==> src/hdl/pcpb_pkg.sv <==
`timescale 1ns / 1ps
// Shared types, constants and the CORDIC arctangent table of the polar min-range binner.
package pcpb_pkg;

  typedef enum logic [1:0] {
    CMD_ADD   = 2'd0,
    CMD_READ  = 2'd1,
    CMD_CLEAR = 2'd2
  } cmd_e;

  typedef enum logic [3:0] {
    OP_NONE,
    OP_LOAD,
    OP_SQ1,
    OP_SQ2,
    OP_ITER,
    OP_CHECK,
    OP_MUL1,
    OP_MUL2,
    OP_BIN,
    OP_MRD,
    OP_UPD,
    OP_RD_ISSUE,
    OP_RD_LOAD,
    OP_FILL_INIT,
    OP_FILL_CLR
  } dp_op_e;

  typedef struct packed {
    dp_op_e op;
  } dp_cmd_t;

  typedef struct packed {
    logic [1:0] in_cmd;
    logic       iter_last;
    logic       fill_last;
    logic       keep;
  } dp_sts_t;

  localparam int unsigned ANG_W        = 25;
  localparam int unsigned Z_W          = 27;
  localparam int unsigned CORDIC_STEPS = 16;
  localparam int unsigned BIN_DIV      = 45;
  localparam int unsigned BIN_SH       = 19;

  localparam logic signed [Z_W-1:0] ANG_FULL    = 27'sd23592960;
  localparam logic signed [Z_W-1:0] ANG_HALF    = 27'sd11796480;
  localparam logic signed [Z_W-1:0] ANG_QUARTER = 27'sd5898240;

  localparam logic [15:0] RESET_MIN_RANGE = 16'd100;
  localparam logic [15:0] RESET_MAX_RANGE = 16'd10000;

  localparam logic REG_MIN_RANGE = 1'b0;
  localparam logic REG_MAX_RANGE = 1'b1;

  function automatic logic [21:0] atan_q16(input logic [3:0] i);
    logic [21:0] a;
    case (i)
      4'd0:    a = 22'd2949120;
      4'd1:    a = 22'd1740967;
      4'd2:    a = 22'd919879;
      4'd3:    a = 22'd466945;
      4'd4:    a = 22'd234379;
      4'd5:    a = 22'd117304;
      4'd6:    a = 22'd58666;
      4'd7:    a = 22'd29335;
      4'd8:    a = 22'd14668;
      4'd9:    a = 22'd7334;
      4'd10:   a = 22'd3667;
      4'd11:   a = 22'd1833;
      4'd12:   a = 22'd917;
      4'd13:   a = 22'd458;
      4'd14:   a = 22'd229;
      default: a = 22'd115;
    endcase
    return a;
  endfunction

endpackage

==> src/hdl/pcpb_ctrl.sv <==
`timescale 1ns / 1ps
// Controller: sequences the datapath per command and owns the handshake state.
module pcpb_ctrl (
  input  logic              clk_i,
  input  logic              rst_ni,
  input  logic              in_valid_i,
  output logic              in_ready_o,
  output logic              out_valid_o,
  input  logic              out_ready_i,
  input  pcpb_pkg::dp_sts_t sts_i,
  output pcpb_pkg::dp_cmd_t cmd_o
);
  import pcpb_pkg::*;

  typedef enum logic [3:0] {
    S_INIT,
    S_IDLE,
    S_SQ1,
    S_SQ2,
    S_ITER,
    S_CHECK,
    S_MUL1,
    S_MUL2,
    S_BIN,
    S_MRD,
    S_UPD,
    S_RD_WAIT,
    S_RD_DATA,
    S_CLR
  } state_e;

  state_e state_q, state_d;
  logic   out_valid_q, out_valid_d;

  always_comb begin
    state_d   = state_q;
    cmd_o.op  = OP_NONE;
    unique case (state_q)
      S_INIT: begin
        cmd_o.op = OP_FILL_INIT;
        if (sts_i.fill_last) state_d = S_IDLE;
      end
      S_IDLE: begin
        if (in_valid_i) begin
          cmd_o.op = OP_LOAD;
          unique case (sts_i.in_cmd)
            CMD_ADD:   state_d = S_SQ1;
            CMD_READ:  state_d = S_RD_WAIT;
            CMD_CLEAR: state_d = S_CLR;
            default:   state_d = S_IDLE;
          endcase
        end
      end
      S_SQ1: begin
        cmd_o.op = OP_SQ1;
        state_d  = S_SQ2;
      end
      S_SQ2: begin
        cmd_o.op = OP_SQ2;
        state_d  = S_ITER;
      end
      S_ITER: begin
        cmd_o.op = OP_ITER;
        if (sts_i.iter_last) state_d = S_CHECK;
      end
      S_CHECK: begin
        cmd_o.op = OP_CHECK;
        state_d  = sts_i.keep ? S_MUL1 : S_IDLE;
      end
      S_MUL1: begin
        cmd_o.op = OP_MUL1;
        state_d  = S_MUL2;
      end
      S_MUL2: begin
        cmd_o.op = OP_MUL2;
        state_d  = S_BIN;
      end
      S_BIN: begin
        cmd_o.op = OP_BIN;
        state_d  = S_MRD;
      end
      S_MRD: begin
        cmd_o.op = OP_MRD;
        state_d  = S_UPD;
      end
      S_UPD: begin
        cmd_o.op = OP_UPD;
        state_d  = S_IDLE;
      end
      S_RD_WAIT: begin
        if (!out_valid_q || out_ready_i) begin
          cmd_o.op = OP_RD_ISSUE;
          state_d  = S_RD_DATA;
        end
      end
      S_RD_DATA: begin
        cmd_o.op = OP_RD_LOAD;
        state_d  = S_IDLE;
      end
      S_CLR: begin
        cmd_o.op = OP_FILL_CLR;
        if (sts_i.fill_last) state_d = S_IDLE;
      end
      default: state_d = S_IDLE;
    endcase
  end

  always_comb begin
    out_valid_d = out_valid_q;
    if (state_q == S_RD_DATA) begin
      out_valid_d = 1'b1;
    end else if (out_ready_i) begin
      out_valid_d = 1'b0;
    end
  end

  always_ff @(posedge clk_i or negedge rst_ni) begin
    if (!rst_ni) begin
      state_q     <= S_INIT;
      out_valid_q <= 1'b0;
    end else begin
      state_q     <= state_d;
      out_valid_q <= out_valid_d;
    end
  end

  assign in_ready_o  = (state_q == S_IDLE);
  assign out_valid_o = out_valid_q;

  a_rise_from_read: assert property (@(posedge clk_i) disable iff (!rst_ni)
    $rose(out_valid_q) |-> $past(state_q == S_RD_DATA))
    else $error("Result beat raised outside a bin read.");

  a_no_overwrite: assert property (@(posedge clk_i) disable iff (!rst_ni)
    (state_q == S_RD_DATA) |-> !out_valid_q)
    else $error("Bin read would overwrite a pending result beat.");

  a_iter_hold: assert property (@(posedge clk_i) disable iff (!rst_ni)
    (state_q == S_ITER && !sts_i.iter_last) |=> (state_q == S_ITER))
    else $error("Iteration left before the last step.");

endmodule

==> config.mk <==
export PLATFORM = sky130hd
export DESIGN_NAME = pcpb_ctrl
export DESIGN_NICKNAME = d
export VERILOG_FILES = /design/src/hdl/pcpb_pkg.sv /design/src/hdl/pcpb_ctrl.sv
export SDC_FILE = /design/constraint.sdc
export NUM_CORES = 1
export LEC_CHECK = 0
export ABC_CLOCK_PERIOD_IN_PS = 3420
export BUFFER_PORTS_ARGS = -buffer_cell sky130_fd_sc_hd__buf_2
export CAP_MARGIN = 20
export CORE_MARGIN = 2
export CORE_UTILIZATION = 25
export DETAILED_ROUTE_END_ITERATION = 10
export HOLD_SLACK_MARGIN = 0.06
export SYNTH_ARGS = -nofsm -noshare
export SYNTH_HDL_FRONTEND = slang
export SYNTH_SLANG_ARGS = --single-unit
==> constraint.sdc <==
create_clock -name clk_i -period 3.42 [get_ports clk_i]
set_clock_uncertainty 0.15 [all_clocks]
set_input_delay 0.342 -clock clk_i [delete_from_list [all_inputs] [get_ports clk_i]]
set_output_delay 0.342 -clock clk_i [all_outputs]
set_load 0.02 [all_outputs]
**Word level (Yosys, flattened, before mapping)**

Cells that the tools add are included.

- Eq/ne operators: 19
- Reductions and logical operators: 7
- Muxes and demuxes: 12

Operator list:

| operator | count |
|---|---|
| $pmux 4 s14 | 1 |
| $pmux 4 s11 | 1 |
| $eq 4x4->1 const B | 6 |
| $mux 4 | 5 |
| $eq 4x3->1 const B | 4 |
| $pmux 4 s3 | 1 |
| $eq 4x2->1 const B | 2 |
| $ne 2x2->1 const B | 3 |
| $eq 4x1->1 const B | 1 |
| $logic_not 4->1 | 1 |
| $reduce_and 4->1 | 1 |
| $mux 1 | 3 |
| $mux 3 | 1 |
| $eq 2x1->1 const B | 1 |
| $eq 2x2->1 const B | 1 |
| $logic_not 2->1 | 1 |
| $ne 2x1->1 const B | 1 |
| $reduce_bool 2->1 | 1 |
| $reduce_or 2->1 | 1 |
| $logic_not 1->1 | 1 |
| $logic_or 1x1->1 | 1 |

- Logic and storage cells: 40
- Register bits after elaboration: 5
- Bits of input ports: 9

**Logic depth before layout (Yosys ltp)**

- Depth after elaboration: 4
- Depth in mapped cells: 6
- Mapped depth without buffers: 6

**Worst setup path before layout**

OpenSTA, ideal clock, no wires.

- Path kind: register to output
- From: register state_q[2]
- To: output cmd_o[0] (netlist name)
- Stages on the path, launching flop included: 6
- Arrival time: 1.382 ns
- Path buffers: 2
- Slack: 1.546 ns
- Cell sequence: dfrtp_1 buf_6 buf_2 nand2_1 o21ai_1 a221oi_1

RTL lines:

| what | line | text |
|---|---|---|
| start: declaration | pcpb_ctrl.sv:32 | `state_e state_q, state_d;` |
| start signal: assignment | pcpb_ctrl.sv:122 | `state_q <= state_d;` |
| end: declaration | pcpb_ctrl.sv:11 | `output pcpb_pkg::dp_cmd_t cmd_o` |

==> results.ini <==
[drt]
drt_iter0_markers=12
dr.pass1.iters=4
vias_per_cell=4.95
detail_route.wl_per_cell_um=11.8
drcViolationCount=0
drt_wl_total_um=1310
ant_nets=0
vias=549

[synth]
syn_inst=69
syn_area_um2=594
syn_nets=83
async_flop_share=1.00
synth_area_leaders=dfrtp_1, ha_1, nor4_4
synthFlopType=dfrtp_1
synth_area_leader_cell=dfrtp_1
yosys.cell_types.count=33
ys_top_cells_by_count=a21oi_1, nand2_1, o21ai_0
postSynthAreaPerCell_um2=8.61
synth_edf_count=0
synth_top_area_frac=0.211
yosysWarnings=0
yosysSeqAreaShare=0.211
ys_ff_latch=5

[floorplan]
die_y_um=52.8
io_pins=15
rows=17
die_w_um=52.8
start_util=0.266
die_area_um2=2780
core_area_um2=2230

[sta]
worst_slew_pin_slew_ps=583
timing.slew.headroom=0.611
max_freq_mhz=482
finalWorstSetupSlack_ps=1340
hold_viol=0
min_period_over_period=0.607
fin_setup_tns_ps=0
setup_viol=0
period_minus_slack_ps=2080
rsz0062_at_grt=false
slew_violations=0

[final_layout]
fin_util=0.315
antennaDiodeCount=0
syn_to_final_growth_pct=18.3
layout.nets=98
drive_above_1_share=0.289

[worst_setup_path]
critPathKind=flip-flop to output pin
cp.arrival_ps=1580
critPathLaunchType=flip-flop
crit_required_ps=2930
crit_path_max_fanout=19
end_kind=output pin

[clocking]
cts_root_buffer=clkbuf_4
cts_buffers=3
cts_max_level=1
clk_pin_slew_ps=40
cts_tree=yes
cts_max_path_buffers=2
cts.sinks=5
post_cts_buffers=0
post_cts_resized=0
clock_latency_ps=240

[placed_design]
dpl.hpwl_um=997
io_buffers=14
place.gp.congestion=0.835
dp_slack_ps=1520

[global_route]
first_global_vias=476
grt_use_total=0.104
grt_first_pass_wirelength_um=2150
grt_max_degree=20
antenna_found_initial=0
gr-total-overflow=0

[hold_path]
hold_class=input port to asynchronous set/reset pin

[pwr]
p_leak_nw=0.322
peakVddDrop_uv=383
power_density_nw_per_um2=898

[run]
drv_cap=0

[run_status]
status=finished, final reports clean

[path summary, 6_finish.rpt]
kind                             start          end  slack, ps  depth (start not counted)
setup / recovery            state_q[2]     cmd_o[0]       1340                          3
hold / removal                  rst_ni   state_q[2]        290                          2
setup reg to reg            state_q[2]   state_q[2]       1540                          4
hold reg to reg            out_valid_o  out_valid_o        500                          2
max in group asynchronous       rst_ni  out_valid_o       2700                          2
min in group clk_i            sts_i[2]   state_q[0]        380                          4
[report_power, final]
part / total [mW] / switching [mW] / internal [mW]
logic: 0.393 / 0.220 / 0.172
registers: 0.171 / 0.0868 / 0.0840
clock network: 0.0678 / 0.0237 / 0.0441
total: 0.631 / 0.331 / 0.300
[final cells by class]
type	count	area, µm²
fillers	261	1530
well taps	28	35.0
repair buffers	15	80.1
clock buffers	4	26.3
inverters	5	18.8
flip-flops and latches	5	125
multi-input cells	54	418
[per-layer routing]
layer  track usage  vias to the layer above  routed length [µm]
li1              -                      283                   -
met1         0.139                      258                 651
met2         0.160                        8                 615
met3        0.0486                        0                  46
met4             0                        0                   0
met5             0                        -                   0
[kinds of logic after synthesis]
group | synth area share
compound gates | 0.318
simple gates | 0.229
buf+inv | 0.0863
fa+ha+maj | 0.105
flops | 0.211
mux | 0.0505
[repair_timing]
| action | CTS | global route |
|---|---|---|
| setup endpoints to repair | 0 | 0 |
| hold endpoints to repair | 5 | 0 |
| hold buffers | 1 | 0 |
[registers in the layout, indices dropped and copies added, names as in the netlist]
| name | flops |
|---|---|
| state_q | 4 |
| out_valid_o | 1 |
[per-stage QoR]
| stage | instances | power, mW | cell area [µm²] | hold WS (ps) |
|---|---|---|---|---|
| 2_1_floorplan | 69 | 0.487 | 594 | -104 |
| 3_3_place_gp | 106 | 0.563 | 667 | 13.6 |
| 3_5_place_dp | 106 | 0.568 | 667 | 11.0 |
| 4_1_cts | 111 | 0.639 | 703 | 296 |
| 5_1_grt | 111 | 0.688 | 703 | 299 |
| 6_report | 111 | 0.631 | 703 | 294 |
[layout by cell type, fill, tap and decap left out, types with 2 or more instances in the layout]
master / netlist / final
nand2_1: 6 / 6
o21ai_1: 3 / 3
nor2_1: 2 / 2
mux2_4: 2 / 2
nor4_4: 2 / 2
a21oi_1: 6 / 6
nand2b_1: 4 / 4
dfrtp_1: 5 / 5
clkbuf_4: 0 / 3
buf_2: 2 / 14
o21ai_0: 6 / 6
inv_1: 4 / 4
ha_1: 5 / 5
a311o_1: 2 / 2
[worst max-delay path, stage by stage (launching register included)]
cell and delay, ps:
dfrtp_1 700, nor3_2 140, a221oi_1 290, buf_2 210
Note: power is estimated with default switching activity, not from simulation.
